`src/design/wme_pkg.sv`:
```
// Shared types and constants for the walkable map erosion block.
// Used by the line buffer, the window cell and the top level. No dependencies.
package wme_pkg;

  // Configuration port
  localparam int CFG_IDX_W  = 2;
  localparam int CFG_DATA_W = 13;
  localparam logic [CFG_IDX_W-1:0] CFG_IDX_WIDTH  = 2'd0;
  localparam logic [CFG_IDX_W-1:0] CFG_IDX_HEIGHT = 2'd1;

  // Register field widths
  localparam int WREG_W = 12;
  localparam int HREG_W = 13;

  // Row counters: ROW_W holds the height itself, EROW_W a row number
  localparam int ROW_W  = 13;
  localparam int EROW_W = 12;
  localparam logic [HREG_W-1:0] MAX_HEIGHT = 13'd4096;
  localparam logic [HREG_W-1:0] H_RESET    = 13'd256;

  // Input beat kinds
  localparam logic CMD_PIXEL = 1'b0;
  localparam logic CMD_FLUSH = 1'b1;

  // Attribute bit that marks a blocked cell
  localparam int BLOCK_BIT = 0;

  // Window cell: one column of the 3x3 neighbourhood (upper, middle, current row)
  typedef logic [2:0] wcol_t;

  // Flags carried by a beat in the window stage
  typedef struct packed {
    logic pix;       // beat is a map pixel: updates line buffer and window
    logic emit;      // beat releases one result
    logic interior;  // emitted cell lies off the map border
    logic last;      // emitted cell is the final cell of the map
    logic m1;        // middle row exists (row >= 1)
    logic m2;        // upper row exists (row >= 2)
  } s1_t;

endpackage

```
`src/design/wme_linebuf.sv`:
```
// Two-row line buffer for the erosion window, one entry of two bits per column.
// Registered read, write-first on an address collision. Uses wme_pkg.
module wme_linebuf #(
  parameter int MAX_WIDTH = 2048
) (
  input  logic                         clk,
  input  logic                         rd_en,
  input  logic [$clog2(MAX_WIDTH)-1:0] rd_addr,
  output logic [1:0]                   rd_data,   // [1] upper row, [0] middle row
  input  logic                         wr_en,
  input  logic [$clog2(MAX_WIDTH)-1:0] wr_addr,
  input  logic [1:0]                   wr_data
);
  import wme_pkg::*;

  logic [1:0] mem [MAX_WIDTH];
  logic [1:0] rd_data_r;

  // Write port
  always_ff @(posedge clk) begin
    if (wr_en) begin
      mem[wr_addr] <= wr_data;
    end
  end

  // Read port; a same-edge write to the same column is passed straight on
  always_ff @(posedge clk) begin
    if (rd_en) begin
      if (wr_en && (wr_addr == rd_addr)) begin
        rd_data_r <= wr_data;
      end else begin
        rd_data_r <= mem[rd_addr];
      end
    end
  end

  assign rd_data = rd_data_r;

endmodule

```
`config.mk`:
```
export PLATFORM = sky130hd
export DESIGN_NAME = wme_linebuf
export DESIGN_NICKNAME = d
export VERILOG_FILES = /design/src/design/wme_pkg.sv /design/src/design/wme_linebuf.sv
export SDC_FILE = /design/constraint.sdc
export NUM_CORES = 2
export LEC_CHECK = 0
export BUFFER_PORTS_ARGS = -buffer_cell sky130_fd_sc_hd__buf_2
export CAP_MARGIN = 15
export CELL_PAD_IN_SITES_DETAIL_PLACEMENT = 1
export CELL_PAD_IN_SITES_GLOBAL_PLACEMENT = 1
export CORE_ASPECT_RATIO = 1.5
export CORE_UTILIZATION = 40
export DETAILED_ROUTE_END_ITERATION = 8
export MAX_ROUTING_LAYER = met4
export PLACE_DENSITY_LB_ADDON = 0.1
export RECOVER_POWER = 25
export SETUP_SLACK_MARGIN = 0.15
export SYNTH_ARGS = -nofsm -noshare
export SYNTH_HDL_FRONTEND = slang
export SYNTH_SLANG_ARGS = --single-unit
```
`constraint.sdc`:
```
create_clock -name clk -period 6.6 [get_ports clk]
set_input_delay 0.66 -clock clk [delete_from_list [all_inputs] [get_ports clk]]
set_output_delay 0.66 -clock clk [all_outputs]
set_load 0.005 [all_outputs]
```
==> flow_metrics.tcl <==
set metrics [dict create \
    status "finished, violations left" \
    violations "max-capacitance violations, max-slew violations" \
    start_util_pct 40.2 \
    hold_violations 0 \
    vias_per_cell 6.02 \
    numCtsBuffers 399 \
    finalCriticalPeriod_ns 5.36 \
    p_switching_w 0.0122 \
    syn-num-nets 9594 \
    path_cells "clkbuf_2 > clkbuf_1" \
    combPwrFrac_pct 5.7 \
    multi_input_area_mm2 0.0409 \
    switching_share_pct 22.5 \
    synth_cell_types 79 \
    setup_viol 0 \
    grt_pass1_vias 98962 \
    die_h_um 796 \
    root_buffer "clkbuf_16" \
    initialDrtViolationCount 10554 \
    wl_per_cell_um 38.1 \
    synth_area_mm2 0.168 \
    fmax_mhz 187 \
    ys_seq_elements 4098 \
    wl_um 591000 \
    utilization_pct 45.0 \
    worst_pin_slew_ns 5.17 \
    synth-xor-area-share_pct 0.0573 \
    post_cts_resized 0 \
    synthSimpleGateAreaFrac_pct 6.14 \
    placed_cells 14749 \
    clockBufferDepth 4 \
    synth_warnings 0 \
    rrSetupSlack_ns 2.68 \
    synth_area_per_cell_um2 17.6 \
    nNetsFinal 9632 \
    grt_pass1_wl_um 813000 \
    grt_start_max_net_pins 229 \
    instances_no_fill 15504 \
    hp-class "input port to flop" \
    maxCapViolations 22 \
    rows 291 \
    cp_top_family "buffers and inverters" \
    pin_count 29 \
    antenna_left 0 \
    synthAdderAreaFrac_pct 0 \
    grt_usage_pct 28.5 \
    syn-instance-count 9567 \
    cellPowerDensity_mw_per_mm2 288 \
    r2r-start "mem[1208][0]" \
    synth-compound-area-share_pct 2.88 \
    timing.hold.ws_ns 0.180 \
    routabilityCongestion 0.851 \
    period_share_pct 81.2 \
    cts_hold_buf 0 \
    slew_viol_final 1864 \
    core_area_mm2 0.418 \
    cp_slowest_cell "clkbuf_2" \
    worstPathRequired_ns 6.91 \
    worstPathArrival_ns 5.67 \
    clk_pin_slew_ns 0.06 \
    cts_tree "done" \
    drcViolationCount 0 \
    seqPwrFrac_pct 52.9 \
    cp-startpoint "wr_data[0]" \
    criticalPathCategory "input port to flop" \
    ys_seq_area_share_pct 73.2 \
    die_w_um 531 \
    cp.buffers_inverters 2 \
    slew_headroom_pct -245 \
    synth_edf_count 4098 \
    drive_above_1_share_pct 19.0 \
    synth_flop_cell "edfxtp_1" \
    p_leak_nw 57.0 \
    reg2reg_depth 9 \
    ir_drop_uv 209 \
    rsz0062_at_grt "false" \
    vias 93302 \
    cts_sinks 4098 \
    drt-pass1-iter-count 6 \
    hpwlAfterDp_um 352000 \
    post-cts-setup-buffers 0 \
    num-fill-cells 39268 \
    io_buffers 28 \
    synthMuxAreaShare_pct 14.9 \
    p_int_w 0.0420 \
    area_growth_pct 11.9 \
    cp-start-kind "input port" \
    final-seq-area_mm2 0.123 \
    async_flop_share_pct 0 \
    gr-total-overflow 0 \
    dieArea_mm2 0.423 \
    clk_latency_ns 0.97 \
    pwr-share-clk_pct 41.4 \
    cp-endpoint "mem[40][0]" \
    synth_top_family_by_area "multiplexers" \
    rr_endpoint "rd_data[0]" \
    cp.depth 2 \
    antenna_found_initial 53 \
    endpoint_kind "flop" \
    skew_ns 0.0580 \
    crit_fanout 128 \
    fin_tns_setup_ns 0 \
    slowest_delay_ns 2.53 \
    htree_levels 5 \
]
-- per-layer routing --
metal  global-route usage [%]  vias up  wire, um
met5                        -        -         0
met4                     9.32        0     21500
met3                     3.28      801     34900
met2                     48.3     3470    303000
met1                     35.7    51283    232000
li1                         -    37748         -
-- power by group through the flow --
stage	logic, W	registers [W]	clock network, W
4_1_cts	0.00311	0.0286	0.0228
3_5_place_dp	0.00310	0.0292	0
2_1_floorplan	0.00151	0.0292	0
3_3_place_gp	0.00306	0.0292	0
6_report	0.00308	0.0287	0.0224
5_1_grt	0.00318	0.0287	0.0236
-- placed cells by master (no fill, tap or decap), types with 32 or more instances in the layout --
cell and n:
o22ai_1 103, buf_12 67, nor3_1 74, clkinv_1 105
a22oi_1 65, nand3_4 32, a21oi_1 110, clkbuf_1 94
edfxtp_1 4098, buf_4 284, o221ai_1 146, nand3_1 39
clkinv_2 72, mux2i_1 457, clkbuf_16 410, nand2_1 212
nor2_1 2112, mux4_1 70, o21ai_0 88, mux4_2 822
-- registers in the layout, indices dropped and copies added, names as in the netlist --
signal and flops:
mem 4096, rd_data 2
-- worst min-delay path by stage --
stage,end,cells after the start,start,slack [ns]
after global routing,mem[967][1],1,wr_data[1],0.18
after floorplan,mem[0][0],0,wr_data[0],0.76
after CTS,rd_data[1],1,rd_en,0.006
after global placement,rd_data[0],1,rd_en,1.05
after detailed placement,rd_data[0],1,rd_en,1.05
final,mem[863][1],1,wr_data[1],0.18
-- cell type report --
type                       count  area share, %
clock inverter               231          0.983
tap                         5567           3.70
clock buffer                 480           5.59
antenna                       22         0.0293
timing repair buffer         442           2.49
sequential                  4098           65.4
multi-input combinational   4656           21.8
inverter                       8         0.0226
-- cell families after synthesis --
group,Yosys count
and+or+nand+nor,2604
buffers and inverters,813
xor gates and xnor gates,11
AOI/OAI and AO/OA,682
muxes,1359
DFF,4098
-- per-stage QoR --
| step | power, W | area, um^2 | setup slack (ns) |
|---|---|---|---|
| 6_report | 0.0542 | 188000 | 1.24 |
| 5_1_grt | 0.0555 | 188000 | 1.04 |
| 4_1_cts | 0.0546 | 188000 | 1.89 |
| 3_5_place_dp | 0.0323 | 175000 | 0.859 |
| 3_3_place_gp | 0.0323 | 175000 | 0.342 |
| 2_1_floorplan | 0.0307 | 168000 | 3.28 |
-- Yosys cell counts (52+ instances only) --
cell type | n | area [um^2]
clkbuf_1 | 422 | 1580
a21oi_1 | 110 | 551
mux4_2 | 822 | 18500
o22ai_1 | 103 | 644
buf_2 | 102 | 510
edfxtp_1 | 4098 | 123000
nand2_1 | 214 | 803
o221ai_1 | 146 | 1280
buf_6 | 60 | 676
a22oi_1 | 65 | 488
nor2_1 | 2121 | 7960
o21ai_0 | 89 | 445
buf_8 | 52 | 781
mux4_1 | 70 | 1840
nor3_1 | 80 | 400
buf_1 | 99 | 372
mux2i_1 | 457 | 4570
nand3_1 | 72 | 360
(Power assumes the default switching activity.)
